**src/rtl/core/gccm_pkg.sv**
```systemverilog
// ----------------------------------------------------------------------------
// gccm_pkg
// shared types and constants of the gray code correspondence matcher
// ----------------------------------------------------------------------------
package gccm_pkg;

   // request kinds
   localparam logic REQ_STORE = 1'b0;
   localparam logic REQ_QUERY = 1'b1;

   // register indexes
   localparam int CSR_INDEX_BITS = 1;
   localparam int CSR_DATA_BITS  = 4;
   localparam logic [CSR_INDEX_BITS-1:0] CSR_COL_CODE_BITS = 1'b0;
   localparam logic [CSR_INDEX_BITS-1:0] CSR_ROW_CODE_BITS = 1'b1;
   localparam logic [CSR_DATA_BITS-1:0]  COL_CODE_BITS_RESET = 4'd10;

   // projector coordinates and the query code before truncation
   localparam int PROJ_COORD_BITS = 10;
   localparam int PROJ_GRAY_BITS  = PROJ_COORD_BITS + 1;
   localparam int MAX_SHIFT       = (1 << CSR_DATA_BITS) - 1;
   localparam int QUERY_CODE_BITS = PROJ_GRAY_BITS + MAX_SHIFT;

   // queue depths
   localparam int MID_FIFO_DEPTH = 4;
   localparam int OUT_FIFO_DEPTH = 4;

   typedef struct packed {
      logic full;
      logic afull;
      logic empty;
   } fifo_status_type;

endpackage

```
**src/rtl/core/gccm_front.sv**
```systemverilog
// ----------------------------------------------------------------------------
// gccm_front
// accepts items, forms the table code and drops items with code zero
// ----------------------------------------------------------------------------
module gccm_front #(
   parameter int CODE_BITS      = 20,
   parameter int CAM_COORD_BITS = 11,
   parameter int OP_BITS        = 1 + CODE_BITS + 2 * CAM_COORD_BITS
                                  + 2 * gccm_pkg::PROJ_COORD_BITS
) (
   input  logic                                  clock,
   input  logic                                  reset,
   input  logic                                  csr_we,
   input  logic [gccm_pkg::CSR_INDEX_BITS-1:0]   csr_index,
   input  logic [gccm_pkg::CSR_DATA_BITS-1:0]    csr_wdata,
   input  logic                                  push,
   output logic                                  full,
   input  logic                                  clearing,
   input  logic                                  req_type,
   input  logic [CAM_COORD_BITS-1:0]             cam_col,
   input  logic [CAM_COORD_BITS-1:0]             cam_row,
   input  logic [CODE_BITS-1:0]                  cam_code,
   input  logic [gccm_pkg::PROJ_COORD_BITS-1:0]  proj_col,
   input  logic [gccm_pkg::PROJ_COORD_BITS-1:0]  proj_row,
   output logic                                  op_valid,
   output logic [OP_BITS-1:0]                    op_data,
   input  logic                                  op_ready
);

   logic [gccm_pkg::CSR_DATA_BITS-1:0]   col_code_bits_ff, col_code_bits_in;
   logic                                 op_valid_ff, op_valid_in;
   logic [OP_BITS-1:0]                   op_data_ff, op_data_in;
   logic [gccm_pkg::PROJ_GRAY_BITS-1:0]  col_inc, row_inc;
   logic [gccm_pkg::PROJ_GRAY_BITS-1:0]  col_gray, row_gray;
   logic [gccm_pkg::QUERY_CODE_BITS-1:0] query_wide;
   logic [CODE_BITS-1:0]                 code;
   logic                                 accept;

   // gray(v) = v ^ (v >> 1), row code sits above the column code
   assign col_inc    = {1'b0, proj_col} + 1'b1;
   assign row_inc    = {1'b0, proj_row} + 1'b1;
   assign col_gray   = col_inc ^ (col_inc >> 1);
   assign row_gray   = row_inc ^ (row_inc >> 1);
   assign query_wide = (gccm_pkg::QUERY_CODE_BITS'(row_gray) << col_code_bits_ff)
                     | gccm_pkg::QUERY_CODE_BITS'(col_gray);
   assign code       = (req_type == gccm_pkg::REQ_QUERY) ? query_wide[CODE_BITS-1:0]
                                                         : cam_code;

   assign full     = clearing || (op_valid_ff && !op_ready);
   assign accept   = push && !full;
   assign op_valid = op_valid_ff;
   assign op_data  = op_data_ff;

   always_comb begin
      col_code_bits_in = col_code_bits_ff;
      if (csr_we) begin
         case (csr_index)
            gccm_pkg::CSR_COL_CODE_BITS: col_code_bits_in = csr_wdata;
            gccm_pkg::CSR_ROW_CODE_BITS: col_code_bits_in = col_code_bits_ff;
            default:                     col_code_bits_in = col_code_bits_ff;
         endcase
      end
   end

   always_comb begin
      op_valid_in = op_valid_ff;
      op_data_in  = op_data_ff;
      if (accept) begin
         op_valid_in = (code != '0);
         op_data_in  = {req_type, code, cam_col, cam_row, proj_col, proj_row};
      end else if (op_ready) begin
         op_valid_in = 1'b0;
      end
   end

   always_ff @(posedge clock) begin
      if (reset) begin
         col_code_bits_ff <= gccm_pkg::COL_CODE_BITS_RESET;
         op_valid_ff      <= 1'b0;
      end else begin
         col_code_bits_ff <= col_code_bits_in;
         op_valid_ff      <= op_valid_in;
      end
   end

   always_ff @(posedge clock) begin
      op_data_ff <= op_data_in;
   end

endmodule

```
**config.mk**
```make
export PLATFORM = sky130hd
export DESIGN_NAME = gccm_front
export DESIGN_NICKNAME = d
export VERILOG_FILES = /design/src/rtl/core/gccm_pkg.sv /design/src/rtl/core/gccm_front.sv
export SDC_FILE = /design/constraint.sdc
export NUM_CORES = 1
export LEC_CHECK = 0
export ABC_AREA = 1
export BUFFER_PORTS_ARGS = -buffer_cell sky130_fd_sc_hd__buf_4
export CORE_MARGIN = 2
export CORE_UTILIZATION = 50
export DETAILED_ROUTE_END_ITERATION = 12
export PLACE_DENSITY = 0.8
export SYNTH_ARGS = -nofsm -noshare
export SYNTH_HDL_FRONTEND = slang
export SYNTH_SLANG_ARGS = --single-unit
```
**constraint.sdc**
```tcl
create_clock -name clock -period 4.9 [get_ports clock]
set_input_delay 0.735 -clock clock [delete_from_list [all_inputs] [get_ports clock]]
set_output_delay 0.735 -clock clock [all_outputs]
set_load 0.005 [all_outputs]
```
== Word level (Yosys, flattened, before mapping) ==
Cells that the tools add are included.

* Bits of input ports: 74
* Bits in read-only memories: 0
* Word-level logic and storage cells: 22
* Output and inout port bits: 65
* RAM bits: 0
* Memories kept: 0
* Bits in latches: 0
* Bits in registers: 68

* $add $sub $neg: 2
* Divide/modulo/power cells: 0
* $mul: 0
* Equal/unequal tests: 0
* Mux-type cells: 4
* Bitwise logic cells: 4
* Reduce and logical (&&, ||, !) cells: 8
* Order comparisons: 0
* Shifts and indexed selects: 1

{| class="wikitable"
|+ Operators by type and width
! cell !! number
|-
| 10-bit by 1-bit adder with 11-bit output (second input constant) || 2
|-
| 11-bit by 10-bit XOR with 11-bit output || 2
|-
| 20-bit 2-to-1 mux || 1
|-
| 20-bit by 11-bit bitwise OR with 20-bit output || 1
|-
| 20-bit nonzero test || 1
|-
| 11-bit by 4-bit left shift with 20-bit output || 1
|-
| 4-bit 2-to-1 mux || 1
|-
| 1-bit logical AND || 2
|-
| 1-bit logical NOT || 2
|-
| 1-bit 2-to-1 mux || 2
|-
| 2-bit AND reduction || 1
|-
| 2-bit nonzero test || 1
|-
| 1-bit logical OR || 1
|-
| 1-bit inverter || 1
|}

== Longest topological paths before layout ==
* Word-level depth: 7
* Depth in mapped cells: 20
* Depth with buffers taken out: 20

== Least setup slack after synthesis ==
No wires, ideal clock.

* Kind: input-to-reg
* Start: input port op_ready
* End: register op_data_ff[0], in the netlist op_data[0], enable pin
* Stages on the path: 3
* Path buffers: 0
* Setup time: 0.485 ns
* Required time: 4.415 ns
* Arrival: 3.730 ns
* Slack: 0.685 ns
* Cell sequence: nor2_1 > or2_2 > nor2_1

* Cells in the longest elaborated chain, start to end: 5

{| class="wikitable"
|+ Ends and longest elaborated chain
! element !! RTL line !! text
|-
| from (decl) || gccm_front.sv:27 || <nowiki>input logic op_ready</nowiki>
|-
| 1-bit logical NOT || gccm_front.sv:49 || <nowiki>assign full = clearing || (op_valid_ff && !op_ready);</nowiki>
|-
| 1-bit logical AND || gccm_front.sv:49 ||
|-
| 1-bit logical OR || gccm_front.sv:49 ||
|-
| named net full || gccm_front.sv:17 || <nowiki>output logic full,</nowiki>
|-
| 1-bit logical NOT || gccm_front.sv:50 || <nowiki>assign accept = push && !full;</nowiki>
|-
| 1-bit logical AND || gccm_front.sv:50 ||
|-
| named net accept || gccm_front.sv:37 || <nowiki>logic accept;</nowiki>
|-
| to (signal assigned) || gccm_front.sv:87 || <nowiki>op_data_ff <= op_data_in;</nowiki>
|-
| to (decl) || gccm_front.sv:32 || <nowiki>logic [OP_BITS-1:0] op_data_ff, op_data_in;</nowiki>
|}

The timed path passes the listed nets, and every way through them passes these cells.
A chain may end at the register's enable or synchronous reset.

== Worst setup path after layout ==
* Start: input port proj_row[0] (netlist bit)
* End: register op_valid_ff, in the netlist op_valid

* Cells in the longest elaborated chain, start to end: 7

{| class="wikitable"
|+ Ends and longest elaborated chain
! element !! RTL line !! text
|-
| from (decl) || gccm_front.sv:24 || <nowiki>input logic [gccm_pkg::PROJ_COORD_BITS-1:0] proj_row,</nowiki>
|-
| 10-bit by 1-bit adder with 11-bit output || gccm_front.sv:41 || <nowiki>assign row_inc = {1'b0, proj_row} + 1'b1;</nowiki>
|-
| 11-bit by 10-bit XOR with 11-bit output || gccm_front.sv:43 || <nowiki>assign row_gray = row_inc ^ (row_inc >> 1);</nowiki>
|-
| 11-bit by 4-bit left shift with 20-bit output || gccm_front.sv:44 || <nowiki>assign query_wide = (gccm_pkg::QUERY_CODE_BITS'(row_gray) << col_code_bits_ff)</nowiki>
|-
| 20-bit by 11-bit bitwise OR with 20-bit output || gccm_front.sv:45 || <nowiki>| gccm_pkg::QUERY_CODE_BITS'(col_gray);</nowiki>
|-
| 20-bit 2-to-1 mux || gccm_front.sv:46 || <nowiki>assign code = (req_type == gccm_pkg::REQ_QUERY) ? query_wide[CODE_BITS-1:0]</nowiki>
|-
| 20-bit nonzero test || gccm_front.sv:69 || <nowiki>op_valid_in = (code != '0);</nowiki>
|-
| 1-bit 2-to-1 mux || gccm_front.sv:68 || <nowiki>if (accept) begin</nowiki>
|-
| to (signal assigned) || gccm_front.sv:82 || <nowiki>op_valid_ff <= op_valid_in;</nowiki>
|-
| to (decl) || gccm_front.sv:31 || <nowiki>logic op_valid_ff, op_valid_in;</nowiki>
|}

No other way between the ends.

==> flow_metrics.env <==
export IMPL_synth_area_mm2=0.00392
export IMPL_slew_limit_headroom=0.282
export IMPL_ys_seq_area_frac=0.508
export IMPL_fin_ws_ps=2320
export IMPL_cts_tree="built"
export IMPL_path_max_fanout=7
export IMPL_p_per_area_mw_per_mm2=279
export IMPL_finalMaxSlewViolations=0
export IMPL_synth_ff_latch_count=68
export IMPL_grtUsageTotal=0.226
export IMPL_hp_class="in -> reg"
export IMPL_holdBufCountCts=0
export IMPL_drc=0
export IMPL_grt_first_pass_wirelength_um=15200
export IMPL_dp_worst_setup_slack_ps=2000
export IMPL_synth_top_area_frac=0.482
export IMPL_drv_cap=0
export IMPL_io_buffers=138
export IMPL_finalCritPeriodShare=0.527
export IMPL_rsz0062_at_grt="no"
export IMPL_status="finished, final reports clean"
export IMPL_drt_pass1_iterations=5
export IMPL_period_minus_slack_ps=2580
export IMPL_finalSetupViolations=0
export IMPL_synthCells=480
export IMPL_viasPerCell=5.08
export IMPL_hpwlAfterDp_um=7450
export IMPL_clock_latency_ps=350
export IMPL_finalPower_w=0.00146
export IMPL_die_w_um=92.6
export IMPL_start_util=0.513
export IMPL_grt_overflow=0
export IMPL_area_growth_pct=33.5
export IMPL_wl_per_cell_um=13.1
export IMPL_h_tree_depth=3
export IMPL_diodes=0
export IMPL_wl_um=9500
export IMPL_tns_ps=0
export IMPL_fmax_ghz=0.387
export IMPL_p_leak_nw=2.47
export IMPL_arrival_ps=2820
export IMPL_antenna_found_initial=0
export IMPL_ys_warnings_count=0
export IMPL_die_height_um=92.6
export IMPL_routabilityCongestion=0.926
export IMPL_synth_fp_nets=556
export IMPL_crit_required_ps=5140
export IMPL_rows=32
export IMPL_clock_skew_ps=12.7
export IMPL_cts_resized=0
export IMPL_avgSynthCellArea_um2=8.17
export IMPL_worst_slew_pin_slew_ps=1070
export IMPL_peakVddDrop_v=0.000124
export IMPL_grt_max_degree=43
export IMPL_num_nets_final=693
export IMPL_numCtsBuffers=9
export IMPL_clock_sinks=68
export IMPL_clockBufferDepth=2
export IMPL_post_cts_setup_buffers=0
export IMPL_pin_count=139
export IMPL_drt_iter0_drc=248
export IMPL_yosys_cell_types_count=31
export IMPL_synth_area_leaders="edfxtp_1 (48%), nand2_1 (13%), nand3_1 (11%)"
export IMPL_cts_root_buf="clkbuf_8"
export IMPL_end_kind="flip-flop"
export IMPL_grt_pass1_vias=3439
export IMPL_critPathLaunchType="input port"
export IMPL_finalHoldViolCount=0
export IMPL_synth_area_leader_cell="edfxtp_1"
export IMPL_die_area_mm2=0.00857
export IMPL_clk_pin_slew_ps=90
export IMPL_core_area_mm2=0.00765
export IMPL_antenna_left=0
export IMPL_vias=3679
export IMPL_ff2ff_setup_slack_ps=2330
export IMPL_worstSetupPathType="in -> reg"
export IMPL_drive_gt1_frac=0.291
==> state kept, by name, summed over array words and instances, names as in the netlist <==
signal            count
op_data              63
op_valid              1
col_code_bits_ff      4
==> critical path: stages <==
cell and delay [ps]:
buf_4 120, ha_1 250, nand2_2 130, nor2_2 170, nand2_1 90, nand2_2 90, nand2_2 60, nand3_1 80
nand3_1 100, and2_1 190, nand2_1 60, nand2_1 90, a21oi_1 190, nand2_1 70, nor2_1 100, nand3_1 80
o21ai_1 120, a21oi_1 70
==> cell families (layout without fill, tap and decap cells) <==
kind of cell	after synthesis	after routing	synth area share
compound gates	24	24	0.0348
fa+ha+maj	2	2	0.00638
flops	68	68	0.508
xor+xnor	15	15	0.0335
buf+inv	70	212	0.0724
simple gates	301	301	0.345
==> path summary, 6_finish.rpt <==
path                                    startpoint               endpoint  depth (start not counted)
setup / recovery                       proj_row[0]  op_valid$_SDFFE_PP0P_                         18
hold / removal                          cam_col[0]  op_data[31]$_DFFE_PP_                          1
setup reg to reg  col_code_bits_ff[1]$_SDFFE_PP1P_  op_valid$_SDFFE_PP0P_                         11
hold reg to reg              op_valid$_SDFFE_PP0P_  op_valid$_SDFFE_PP0P_                          4
==> final cells by class <==
cell class	instances	area, µm²
Clock buffer	9	124
Tap cell	102	128
Multi-Input combinational cell	342	1650
Inverter	57	214
Sequential cell	68	1990
Clock inverter	7	82.6
Fill cell	615	2410
Timing Repair Buffer	139	1040
==> through the flow <==
step                      utilization  instances  instance area, µm²  hold WS (ps)
after floorplan                     -        480                3920           512
after global placement          0.658        708                5030           653
after detailed placement        0.658        708                5030           655
after CTS                       0.685        724                5240           546
after global routing            0.685        724                5240           536
final                           0.685        724                5240           548
==> cell usage after synthesis <==
| cell | n |
|---|---|
| nand4_1 | 10 |
| xor2_1 | 13 |
| buf_2 | 5 |
| ha_1 | 2 |
| o21ai_1 | 2 |
| dfxtp_1 | 5 |
| nand3_1 | 87 |
| o21a_1 | 1 |
| nand2_1 | 138 |
| and3_1 | 1 |
| clkinv_1 | 3 |
| buf_4 | 2 |
| nor3_1 | 3 |
| nand2_2 | 5 |
| a31oi_1 | 1 |
| and2_1 | 1 |
| o211ai_1 | 3 |
| buf_6 | 1 |
| o21ai_0 | 6 |
| or2_2 | 11 |
| xnor2_1 | 2 |
| a21oi_2 | 1 |
| nor2_2 | 3 |
| nor2_4 | 1 |
| o22ai_1 | 1 |
| inv_1 | 54 |
| a21oi_1 | 9 |
| edfxtp_1 | 63 |
| clkbuf_1 | 5 |
| nand3_2 | 4 |
| nor2_1 | 37 |
==> cells in the final DEF (no fill, tap or decap), drive strengths merged <==
cell type,instances
o22ai,1
o21a,1
a21oi,10
clkbuf,9
or2,11
nand2,143
o211ai,3
edfxtp,63
nor2,41
clkinvlp,2
buf,139
inv,58
and2,1
and3,1
a31oi,1
nor3,3
xor2,13
bufinv,1
o21ai,8
xnor2,2
nand4,10
ha,2
clkinv,3
dfxtp,5
nand3,91
==> layer usage <==
metal | wire [µm] | global-route usage | vias up | share of wire
met2 | 4490 | 0.365 | 137 | 0.47
met5 | 0 | 0 | - | 0
li1 | - | - | 1867 | -
met3 | 708 | 0.0602 | 15 | 0.075
met4 | 180 | 0.0808 | 0 | 0.019
met1 | 4110 | 0.293 | 1660 | 0.43
==> where the power goes <==
group | leakage (nW) | switching [W] | total [W] | internal (W)
Sequential | 0.630 | 0.0000149 | 0.000686 | 0.000671
Combinational | 1.74 | 0.000160 | 0.000287 | 0.000127
Clock | 0.0988 | 0.000247 | 0.000490 | 0.000244
(Power assumes the default switching activity.)
