<file path="config.mk">
export PLATFORM = sky130hd
export DESIGN_NAME = gccm_fifo
export DESIGN_NICKNAME = d
export VERILOG_FILES = /design/src/rtl/core/gccm_pkg.sv /design/src/rtl/core/gccm_fifo.sv
export SDC_FILE = /design/constraint.sdc
export NUM_CORES = 1
export LEC_CHECK = 0
export BUFFER_PORTS_ARGS = -buffer_cell sky130_fd_sc_hd__buf_4
export CORE_MARGIN = 3
export CORE_UTILIZATION = 55
export CTS_BUF_LIST = sky130_fd_sc_hd__clkbuf_2 sky130_fd_sc_hd__clkbuf_4 sky130_fd_sc_hd__clkbuf_8
export DETAILED_ROUTE_END_ITERATION = 10
export PLACE_DENSITY = 0.83
export SETUP_SLACK_MARGIN = 0.4
export SYNTH_ARGS = -nofsm -noshare
export SYNTH_HDL_FRONTEND = slang
export SYNTH_SLANG_ARGS = --single-unit
</file>
<file path="constraint.sdc">
create_clock -name clock -period 2.9 [get_ports clock]
set_clock_uncertainty 0.1 [all_clocks]
set_input_delay 0.145 -clock clock [delete_from_list [all_inputs] [get_ports clock]]
set_output_delay 0.145 -clock clock [all_outputs]
set_load 0.01 [all_outputs]
</file>
<file path="src/rtl/core/gccm_pkg.sv">
// ----------------------------------------------------------------------------
// gccm_pkg
// shared types and constants of the gray code correspondence matcher
// ----------------------------------------------------------------------------
package gccm_pkg;

   // request kinds
   localparam logic REQ_STORE = 1'b0;
   localparam logic REQ_QUERY = 1'b1;

   // register indexes
   localparam int CSR_INDEX_BITS = 1;
   localparam int CSR_DATA_BITS  = 4;
   localparam logic [CSR_INDEX_BITS-1:0] CSR_COL_CODE_BITS = 1'b0;
   localparam logic [CSR_INDEX_BITS-1:0] CSR_ROW_CODE_BITS = 1'b1;
   localparam logic [CSR_DATA_BITS-1:0]  COL_CODE_BITS_RESET = 4'd10;

   // projector coordinates and the query code before truncation
   localparam int PROJ_COORD_BITS = 10;
   localparam int PROJ_GRAY_BITS  = PROJ_COORD_BITS + 1;
   localparam int MAX_SHIFT       = (1 << CSR_DATA_BITS) - 1;
   localparam int QUERY_CODE_BITS = PROJ_GRAY_BITS + MAX_SHIFT;

   // queue depths
   localparam int MID_FIFO_DEPTH = 4;
   localparam int OUT_FIFO_DEPTH = 4;

   typedef struct packed {
      logic full;
      logic afull;
      logic empty;
   } fifo_status_type;

endpackage

</file>
<file path="src/rtl/core/gccm_fifo.sv">
// ----------------------------------------------------------------------------
// gccm_fifo
// small register queue with full, almost full and empty status
// ----------------------------------------------------------------------------
module gccm_fifo #(
   parameter int WIDTH = 8,
   parameter int DEPTH = 4
) (
   input  logic                    clock,
   input  logic                    reset,
   input  logic                    push,
   input  logic [WIDTH-1:0]        push_data,
   input  logic                    pop,
   output logic [WIDTH-1:0]        pop_data,
   output gccm_pkg::fifo_status_type status
);

   localparam int PTR_BITS = (DEPTH > 1) ? $clog2(DEPTH) : 1;
   localparam int CNT_BITS = $clog2(DEPTH + 1);

   logic [WIDTH-1:0]    data_ff [DEPTH];
   logic [PTR_BITS-1:0] wr_ptr_ff, wr_ptr_in;
   logic [PTR_BITS-1:0] rd_ptr_ff, rd_ptr_in;
   logic [CNT_BITS-1:0] count_ff, count_in;
   logic                push_ok;
   logic                pop_ok;

   assign status.full  = (count_ff == CNT_BITS'(DEPTH));
   assign status.afull = (count_ff >= CNT_BITS'(DEPTH - 1));
   assign status.empty = (count_ff == '0);

   assign push_ok  = push && !status.full;
   assign pop_ok   = pop && !status.empty;
   assign pop_data = data_ff[rd_ptr_ff];

   always_comb begin
      wr_ptr_in = wr_ptr_ff;
      rd_ptr_in = rd_ptr_ff;
      count_in  = count_ff;
      if (push_ok) begin
         wr_ptr_in = (wr_ptr_ff == PTR_BITS'(DEPTH - 1)) ? '0 : wr_ptr_ff + 1'b1;
      end
      if (pop_ok) begin
         rd_ptr_in = (rd_ptr_ff == PTR_BITS'(DEPTH - 1)) ? '0 : rd_ptr_ff + 1'b1;
      end
      if (push_ok && !pop_ok) begin
         count_in = count_ff + 1'b1;
      end else if (pop_ok && !push_ok) begin
         count_in = count_ff - 1'b1;
      end
   end

   always_ff @(posedge clock) begin
      if (reset) begin
         wr_ptr_ff <= '0;
         rd_ptr_ff <= '0;
         count_ff  <= '0;
      end else begin
         wr_ptr_ff <= wr_ptr_in;
         rd_ptr_ff <= rd_ptr_in;
         count_ff  <= count_in;
      end
   end

   always_ff @(posedge clock) begin
      if (push_ok) begin
         data_ff[wr_ptr_ff] <= push_data;
      end
   end

endmodule

</file>
# == After elaboration in Yosys (flattened, before gate mapping) ==
# Memories as Yosys holds them, arrays and structs flattened. A register that Yosys moved wholly into a read port is not among the register bits.
# Cells that the tools add are included.
# Widths: inputs -> output; s select.
# word_totals
reg_bits,7
mem_bits_rw,32
input_bits,12
wordCells,30
n_memories,1
# mem_list
memory,depth,width,read_ports,rd_ports_with_merged_regs,write_ports,line_no,text
data_ff,4,8,1,1,1,gccm_fifo.sv:21,logic [WIDTH-1:0] data_ff [DEPTH];
# classes
add_sub_neg,4
order_cmp,1
eq_ne,3
muxes,8
reduce_logical,10
# op_table
cell,n
$mux 2,4
$mux 3,2
$add 2x1->2 const B,2
$eq 2x2->1 const B,2
$logic_and 1x1->1,4
$logic_not 1->1,4
$add 3x1->3 const B,1
$eq 3x3->1 const B,1
$ge 3x2->1 const B,1
$logic_not 3->1,1
$sub 3x1->3 const B,1
$mux 1,2
$reduce_bool 2->1,1

# == Logic depth before layout (Yosys ltp) ==
# Gate-level depths: netlist (run 1).
# logic_depth
word_depth,7
depth_mapped,9
mapped_depth_nobuf,8

# == Least setup slack after synthesis (run 1) ==
# OpenSTA, ideal clock, no wires.
# synth_timing
path_kind,reg2reg
startpoint,reg count_ff[0]
endpoint,reg count_ff[2]
setup_time_ps,70
arrival_time_ps,1969
required_time_ps,2730
path_slack_ps,761
path_stages_with_launch,10
path_buffers,1
synth_period_minus_slack_ps,2139
path_cell_list,dfxtp_1 nor3b_2 nor2b_1 buf_6 ha_1 inv_1 fa_1 xor2_1 or3_1 a21oi_1
# synth_rtl
item,line_no,text
"start, declared",gccm_fifo.sv:24,"logic [CNT_BITS-1:0] count_ff, count_in;"
"start signal, assigned",gccm_fifo.sv:61,count_ff <= count_in;

# == Final worst setup path (run 1) ==
# layout_timing
startpoint,reg count_ff[0]
endpoint,reg count_ff[2]
# layout_via
elab_chain_len,6
word_cells_on_any_way,15
cone_classes,add/sub: 2; eq/ne: 1; mux: 2; reduce/logical: 10
# layout_rtl
item
"parallel branches: the longest is 6 deep, another holds $sub 3x1->3"
# Parallel ways; which one is timed is not known. The select of a mux whose other input is x is not followed.
# A chain may end at the register's enable or synchronous reset.

==> results of run 1 <==
-- per-stage QoR --
stage | setup slack, ps | area, µm² | util, % | total power (W) | hold slack [ps]
2_1_floorplan | 761.2 | 1647 | - | 0.001071 | 143.9
3_3_place_gp | 578.0 | 1827 | 65.12 | 0.001215 | 244.2
3_5_place_dp | 418.3 | 1827 | 65.12 | 0.001243 | 249.3
4_1_cts | 487.6 | 1998 | 71.23 | 0.001602 | 88.61
5_1_grt | 421.0 | 1998 | 71.23 | 0.001687 | 105.9
6_report | 502.4 | 1998 | 71.23 | 0.001589 | 105.4
-- flip-flops by register name, indices dropped and copies added, names as in the netlist, named ones only --
name / count
data_ff: 32
wr_ptr_ff: 2
count_ff: 3
rd_ptr_ff: 2
-- path summary, 6_finish.rpt --
kind            endpoint          from
max          count_ff[2]   count_ff[0]
min                 flop           pop
max reg2reg  count_ff[2]   count_ff[0]
min reg2reg         flop  rd_ptr_ff[0]
-- cell families after synthesis --
logic type | count (synthesis) | synth area share, %
flops | 41 | 69.30
fa+ha+maj | 7 | 5.775
xor+xnor | 2 | 1.064
mux | 12 | 13.68
buf+inv | 7 | 2.127
simple gates | 17 | 5.926
compound gates | 5 | 2.127
-- cell type report --
cell class / count / area, µm²
flip-flops and latches: 41 / 1141
fillers: 182 / 807.0
multi-input cells: 43 / 473.0
repair buffers: 31 / 255.2
clock buffers: 6 / 45.04
well taps: 31 / 38.79
clock inverters: 2 / 33.78
inverters: 3 / 11.26
-- worst reg2reg max path: stages (launching register included) --
cell and delay [ps]:
dfxtp_1 400, o31ai_2 470, ha_1 270, inv_1 60, fa_1 380, xor2_1 170, or3_1 330, a21oi_1 160
-- power by group --
group	total, W	switching [W]	internal [W]
combinational	0.000436	0.000190	0.000246
clock	0.000353	0.000165	0.000189
sequential	0.000800	0.0000788	0.000721
total	0.00159	0.000433	0.00116
-- synthesized netlist by cell type (all sizes together), types with 2 or more instances --
library cell,instances,share of area (%)
dfxtp,9,11
ha,6,4.6
nor3,2,0.61
buf,3,1.2
xor2,2,1.1
or3,2,0.76
mux4,8,11
mux2i,3,1.8
and2,4,1.5
inv,3,0.68
nor2,4,0.91
edfxtp,32,58
nand2b,2,0.76
a21oi,2,0.61
-- what timing repair did --
action | CTS | global route
setup endpoints to repair | 1 | 0
buffers inserted | 0 | 0
endpoints found under the hold margin | 39 | 0
resized for setup | 1 | 0
hold buffers | 9 | 0
-- layer usage --
metal  global-route usage [%]  wire (µm)  up-vias
met1                    18.99       1063      426
met5                        0          0        -
met4                    7.430         34        0
met2                    30.38       1456       25
li1                         -          -      414
met3                    5.745        113        5
==> results.json, run 1 <==
{
  "instances_no_fill": 157,
  "endpoint_kind": "flop",
  "core_area_um2": 2805,
  "die_x_um": 60.72,
  "die_area_um2": 3686,
  "startpoint_type": "flop",
  "cts.sinks": 41,
  "cp_slowest_stage_delay_ps": 470,
  "max_clock_freq_mhz": 417.1,
  "start_util_pct": 58.70,
  "cellLeakagePower_nw": 0.7536,
  "clock_latency_ps": 320,
  "max-vdd-ir-drop_v": 0.0006444,
  "path_class": "reg2reg",
  "async_flop_share_pct": 0,
  "grt_overflow_total": 0,
  "vias": 870,
  "yosysWarnings": 0,
  "antenna_cells": 0,
  "synth_cells": 91,
  "ys_types": 25,
  "arrival_ps": 2560,
  "clk_transition_reported_paths_ps": 100,
  "synthToLayoutAreaGrowth_pct": 21.35,
  "dpl.cell_count": 140,
  "finalSetupViolCount": 0,
  "grt_usage_pct": 17.26,
  "syn-mean-instance-area_um2": 18.09,
  "vias_per_cell": 5.541,
  "grt_pass1_wl_um": 4278,
  "cap_violations": 0,
  "ios": 23,
  "final_hold_viol_count": 0,
  "synth_fp_nets": 110,
  "rsz0062_at_grt": "false",
  "cts_buffers": 5,
  "place_congestion": 0.7453,
  "drive_gt1_share_pct": 32.54,
  "cts_buffer_depth": 2,
  "hold_depth": 4,
  "cp.buffers_inverters": 1,
  "ff2ff_path_depth": 7,
  "drtPass1Iterations": 4,
  "drtAntennaViolNets": 0,
  "nets": 144,
  "cts_tree": "yes",
  "cp.depth": 7,
  "path_cells": "o31ai_2 > ha_1 > inv_1 > fa_1 > xor2_1 > or3_1 > a21oi_1",
  "setup-tns-final_ps": 0,
  "period_share_pct": 82.68,
  "row_count": 19,
  "critical_path_required_ps": 3060,
  "drt-wirelength-per-cell_um": 16.99,
  "mostFrequentLayoutCell": "edfxtp_1",
  "cp_max_fo": 6,
  "status": "completed",
  "path_delay_family": "adder cells",
  "synth-seq-area-share_pct": 69.30,
  "ys.flop_type": "edfxtp_1",
  "root_buffer": "clkbuf_4",
  "port_buffers": 22,
  "wl_um": 2668,
  "relSlewSlack_pct": 62.01,
  "grt_max_degree": 13,
  "dr.first_iter.drc_count": 56,
  "drc": 0,
  "htree_levels": 2,
  "fin_crit_ps": 2398,
  "ys_ff_latch": 41,
  "layout_common_cells": "edfxtp_1 (32), buf_4 (22), dfxtp_1 (9), dlygate4sd3_1 (9), mux4_2 (8)",
  "worstMarginPinSlew_ps": 569.1,
  "syn_area_um2": 1647,
  "crit_slowest_cell": "o31ai_2",
  "antenna_found_initial": 0,
  "die_y_um": 60.72,
  "reg2reg_slack_ps": 500,
  "drv_slew": 0,
  "p_per_area_nw_per_um2": 795.0,
  "hp-class": "in2reg",
  "grt_pass1_vias": 918,
  "synth_edf_count": 32,
  "dp_hpwl_um": 1819
}
Power figures use the tool's default switching activity.
==> run 2, diff against run 1 <==
clock period = 2.5 ns   (was 2.9 ns; I/O delays follow)
==> run 2 against run 1 <==
Net effect: power increased by 15%; critical path depth unchanged; cell count increased by 4.5%; routed wire length increased by 5.2%; design area increased by 2.8%; first-iteration DRC count decreased by 66%; clock power decreased by 12%; fmax increased by 15%; worst hold slack got worse by 82 ps; sequential power increased by 17%; via count increased by 2.0%; largest cell class unchanged; highest routed layer unchanged.
==> results.json, run 2 (synthesis results as in run 1) <==
{
  "port_buffers": 22,
  "arrival_ps": 2260,
  "drt-wirelength-per-cell_um": 17.12,
  "drc": 0,
  "die_area_um2": 3686,
  "grt_overflow_total": 0,
  "final_hold_viol_count": 0,
  "grt_pass1_vias": 947,
  "synthToLayoutAreaGrowth_pct": 24.77,
  "drive_gt1_share_pct": 41.35,
  "cap_violations": 0,
  "drv_slew": 0,
  "endpoint_kind": "flop",
  "max_clock_freq_mhz": 481.5,
  "hold_depth": 4,
  "pwr-share-clk_pct": 17.0,
  "p_per_area_nw_per_um2": 887.5,
  "place_congestion": 0.6601,
  "root_buffer": "clkbuf_4",
  "drtAntennaViolNets": 0,
  "htree_levels": 2,
  "netSwitchingFraction_pct": 29.48,
  "path_cells": "o31ai_4 > ha_2 > inv_1 > fa_2 > xor2_1 > or3_1 > a21oi_2",
  "critical_path_required_ps": 2680,
  "antenna_found_initial": 0,
  "vias_per_cell": 5.409,
  "grt_usage_pct": 17.32,
  "die_x_um": 60.72,
  "power.share.sequential_pct": 51.4,
  "rsz0062_at_grt": "true",
  "start_util_pct": 58.70,
  "drtPass1Iterations": 4,
  "cts_buffers": 5,
  "largestRegisters": "data_ff (32), count_ff (3)",
  "reg2reg_slack_ps": 420,
  "relSlewSlack_pct": 72.09,
  "cts_tree": "yes",
  "dr.first_iter.drc_count": 19,
  "top_register": "data_ff",
  "worstMarginPinSlew_ps": 418.6,
  "combPwrFrac_pct": 31.7,
  "cp_slowest_stage_delay_ps": 390,
  "status": "completed",
  "ios": 23,
  "die_y_um": 60.72,
  "setup-tns-final_ps": 0,
  "mostFrequentLayoutCell": "edfxtp_1",
  "path_class": "reg2reg",
  "clk_transition_reported_paths_ps": 120,
  "wl_um": 2807,
  "switching_power_w": 0.0005375,
  "cts_buffer_depth": 2,
  "fin_crit_ps": 2077,
  "finish.utilization_pct": 73.24,
  "largest_register_ffs": 32,
  "cellLeakagePower_nw": 0.7786,
  "grt_max_degree": 14,
  "max-vdd-ir-drop_v": 0.0006362,
  "dp_hpwl_um": 1697,
  "crit_slowest_cell": "dfxtp_4",
  "row_count": 19,
  "startpoint_type": "flop",
  "cts.sinks": 41,
  "finalSetupViolCount": 0,
  "period_share_pct": 83.08,
  "core_area_um2": 2805,
  "grt_pass1_wl_um": 4360,
  "layout_common_cells": "edfxtp_1 (32), buf_4 (29), dlygate4sd3_1 (9)",
  "ff2ff_path_depth": 7,
  "cp_max_fo": 6,
  "vias": 887,
  "nets": 151,
  "clock_latency_ps": 340,
  "hp-class": "in2reg",
  "internal_power_w": 0.001286,
  "antenna_cells": 0
}
[run 2: cell types whose count changed in the layout (fill, tap and decap cells not counted), sizes merged]
cell,before,now
clkinv,1,3
buf,22,29
clkbuf,6,5
bufinv,1,0
[run 2: area by class of cell]
cell class              instances  area, µm²
flip-flops and latches         41       1151
fillers                       182      750.7
multi-input cells              43      490.5
repair buffers                 38      307.8
well taps                      31      38.79
clock buffers                   5      37.54
clock inverters                 3      17.52
inverters                       3      11.26
[run 2: path summary, 6_finish.rpt]
path                               endpoint         start
worst min register to register         flop  rd_ptr_ff[0]
worst max register to register  count_ff[2]   count_ff[0]
worst min-delay path                   flop           pop
worst max-delay path            count_ff[2]   count_ff[0]
[run 2: worst max-delay path: cells and delay by family, from the launching register on]
kind / cells / cell delay (ps)
adder cells (fa/ha/maj): 2 / 560
AO/OA/AOI/OAI: 2 / 430
flip-flops: 1 / 390
AND/OR/NAND/NOR: 1 / 330
XOR/XNOR: 1 / 170
buffers and inverters: 1 / 50
[run 2: per-stage QoR]
step | total power, W | cells | hold slack, ps | instance area [µm²] | setup slack (ps)
after floorplan | 0.001245 | 91 | 123.9 | 1649 | 412.7
after global placement | 0.001411 | 141 | 223.8 | 1837 | 387.2
after detailed placement | 0.001444 | 141 | 229.5 | 1837 | 287.5
after CTS | 0.001803 | 162 | 58.36 | 2029 | 423.3
after global routing | 0.001929 | 164 | 41.75 | 2054 | 334.0
final | 0.001823 | 164 | 23.40 | 2054 | 423.0
[run 2: power groups by stage]
stage | registers [W] | logic, W | clock network, W
2_1_floorplan | 0.000898 | 0.000348 | 0
3_3_place_gp | 0.000939 | 0.000471 | 0
3_5_place_dp | 0.000949 | 0.000495 | 0
4_1_cts | 0.000940 | 0.000548 | 0.000315
5_1_grt | 0.000955 | 0.000629 | 0.000345
6_report | 0.000936 | 0.000578 | 0.000309
[run 2: routing by layer]
layer / GRT usage, % / routed length (µm)
met5: 0 / 0
met4: 7.430 / 49
met3: 5.319 / 122
met2: 30.69 / 1538
met1: 19.17 / 1097
[run 2: repair_timing]
action	4_1_cts	5_1_grt
hold endpoints to repair	39	0
pin swaps	1	2
setup endpoints to repair	1	9
buffers inserted	4	2
gates resized for setup	5	4
hold buffers	9	0
==> run 3, diff against run 2 <==
ABC_AREA = 1   (was default)
clock period = 2.1 ns   (was 2.5 ns; I/O delays follow)
==> run 3 against run 2 <==
Net effect: count of clock-buffer cells in the layout up 1; synthesized area rose by 3.6%; combinational power is 100% higher; global-route usage rose by 2.9 points; utilization is 4.5 points higher; design area rose by 7.9%; routed wire length grew 30%; fmax rose by 15%; flip-flop and latch count stayed put; cell count increased by 41%; via count rose by 42%; sequential power up 21%; critical path type unchanged.
==> results.json, run 3 <==
{
  "die_y_um": 61.71,
  "path_class": "reg2reg",
  "synthToLayoutAreaGrowth_pct": 29.91,
  "grt_max_degree": 17,
  "row_count": 19,
  "startpoint_type": "flop",
  "synth_edf_count": 32,
  "finalSetupViolCount": 0,
  "grt_usage_pct": 20.18,
  "reg2reg_from": "count_ff[1]",
  "critical_path_required_ps": 2280,
  "ys_top_cells_by_count": "edfxtp_1 (32), nor2_1 (31), inv_1 (17), nand2_1 (14), o21ai_0 (14)",
  "power.share.sequential_pct": 42.2,
  "core_area_um2": 2853,
  "drt-wirelength-per-cell_um": 15.78,
  "max-vdd-ir-drop_v": 0.001041,
  "endpoint_kind": "flop",
  "die_x_um": 61.71,
  "drive_gt1_share_pct": 31.34,
  "dp_hpwl_um": 2260,
  "largestRegisters": "data_ff (32), count_ff (3)",
  "cellLeakagePower_nw": 0.9189,
  "cts_buffer_depth": 2,
  "reg2reg_slack_ps": 290,
  "drc": 0,
  "netSwitchingFraction_pct": 35.95,
  "drv_slew": 0,
  "fin_crit_ps": 1807,
  "layout_common_cells": "buf_4 (35), edfxtp_1 (32), nor2_1 (31)",
  "die_area_um2": 3808,
  "hold_depth": 2,
  "mostFrequentLayoutCell": "buf_4",
  "ys.flop_type": "edfxtp_1",
  "synth_fp_nets": 168,
  "grt_pass1_vias": 1285,
  "rsz0062_at_grt": "true",
  "start_util_pct": 59.82,
  "internal_power_w": 0.001719,
  "fillers": 170,
  "combPwrFrac_pct": 44.1,
  "ys_ff_latch": 41,
  "antenna_found_initial": 0,
  "top_register": "data_ff",
  "root_buffer": "clkbuf_4",
  "synth-seq-area-share_pct": 66.86,
  "arrival_ps": 1990,
  "holdCritStartpoint": "push_data[2]",
  "syn_area_um2": 1707,
  "final_hold_viol_count": 0,
  "nets": 219,
  "clock_latency_ps": 340,
  "cts.sinks": 41,
  "pwr-share-clk_pct": 13.8,
  "min_to": "data_ff[0][2]",
  "vias": 1259,
  "yosysWarnings": 0,
  "max_clock_freq_mhz": 553.4,
  "ff2ff_path_depth": 11,
  "synthTopCellsByArea": "edfxtp_1 (56%), dfxtp_1 (11%), nor2_1 (6.8%)",
  "drtAntennaViolNets": 0,
  "period_share_pct": 86.05,
  "drtPass1Iterations": 4,
  "grt_pass1_wl_um": 5375,
  "antenna_cells": 0,
  "synth.largest_area_cell": "edfxtp_1",
  "dr.first_iter.drc_count": 79,
  "hp-class": "in2reg",
  "htree_levels": 2,
  "clk_transition_reported_paths_ps": 110,
  "whs_ps": 408.4,
  "wl_um": 3662,
  "async_flop_share_pct": 0,
  "vias_per_cell": 5.427,
  "cts_buffers": 5,
  "p_per_area_nw_per_um2": 1211,
  "relSlewSlack_pct": 81.61,
  "synth_most_common_cell": "edfxtp_1",
  "synth_cells": 149,
  "cts_tree": "yes",
  "cap_violations": 0,
  "reg2reg_to": "count_ff[2]",
  "place_congestion": 0.8074,
  "switching_power_w": 0.0009651,
  "largest_register_ffs": 32,
  "grt_overflow_total": 0,
  "status": "completed",
  "syn-mean-instance-area_um2": 11.45,
  "worstMarginPinSlew_ps": 275.5,
  "synth_top_area_share_pct": 56.30,
  "cp_max_fo": 3,
  "setup-tns-final_ps": 0,
  "ios": 23,
  "port_buffers": 22,
  "ys_types": 19
}
==> run 3: worst max-delay path, stage by stage (launching register included) <==
cell and delay (ps):
dfxtp_4 370, nor2_4 140, nand2_2 100, nand2_4 100, ha_4 150, inv_4 40
fa_2 360, inv_1 70, nand2_1 70, nand4_1 90, nand2_1 70, nor2_1 80
==> run 3: how the worst max path moves through the flow <==
stage                      startpoint           to
after floorplan           count_ff[0]  count_ff[2]
after global placement    count_ff[0]  count_ff[2]
after detailed placement  count_ff[1]  count_ff[2]
after CTS                 count_ff[0]  count_ff[1]
after global routing      count_ff[1]  count_ff[2]
final                     count_ff[1]  count_ff[2]
==> run 3: layer usage <==
layer	wire [µm]	track usage, %	part of all wire (%)
met1	1326	20.39	36
met2	2025	37.82	55
met3	192	4.959	5.2
met4	119	10.61	3.2
met5	0	0	0
==> run 3: layout make-up <==
class,instances,area [µm²],share of cell area (%)
inverter,18,73.82,3.330
sequential,41,1157,52.20
clock inverter,2,10.01,0.4515
tap,31,38.79,1.749
clock buffer,6,45.04,2.032
timing repair buffer,46,372.9,16.82
multi-input combinational,88,519.2,23.42
==> run 3: cell families after synthesis <==
kind of cell / count (synthesis) / share of synthesized area [%]
compound gates: 29 / 9.751
fa+ha+maj: 7 / 5.572
buf+inv: 20 / 5.278
flops: 41 / 66.86
simple gates: 52 / 12.54
==> run 3: through the flow <==
stage | setup WS [ps] | power, W | instance area, µm² | util, % | cells
CTS | 374.9 | 0.002558 | 2171 | 76.10 | 228
finish | 292.9 | 0.002685 | 2217 | 77.72 | 232
global placement | 355.6 | 0.002000 | 1946 | 68.20 | 205
detailed placement | 276.0 | 0.002062 | 1946 | 68.20 | 205
global route | 249.2 | 0.002842 | 2217 | 77.72 | 232
floorplan | 408.9 | 0.001698 | 1727 | - | 149
==> run 3: power groups by stage <==
stage | logic, W | registers, W | clock network, W
6_report | 0.00118 | 0.00113 | 0.000369
4_1_cts | 0.00106 | 0.00112 | 0.000378
3_5_place_dp | 0.000918 | 0.00114 | 0
3_3_place_gp | 0.000870 | 0.00113 | 0
5_1_grt | 0.00128 | 0.00115 | 0.000408
2_1_floorplan | 0.000588 | 0.00111 | 0
==> run 3: timing repair <==
item,in CTS,in global routing
pin swaps,3,3
hold buffers,11,0
gates cloned,0,0
endpoints found under the hold margin,37,0
setup endpoints to repair,9,6
setup buffers,4,4
resized for setup,10,6
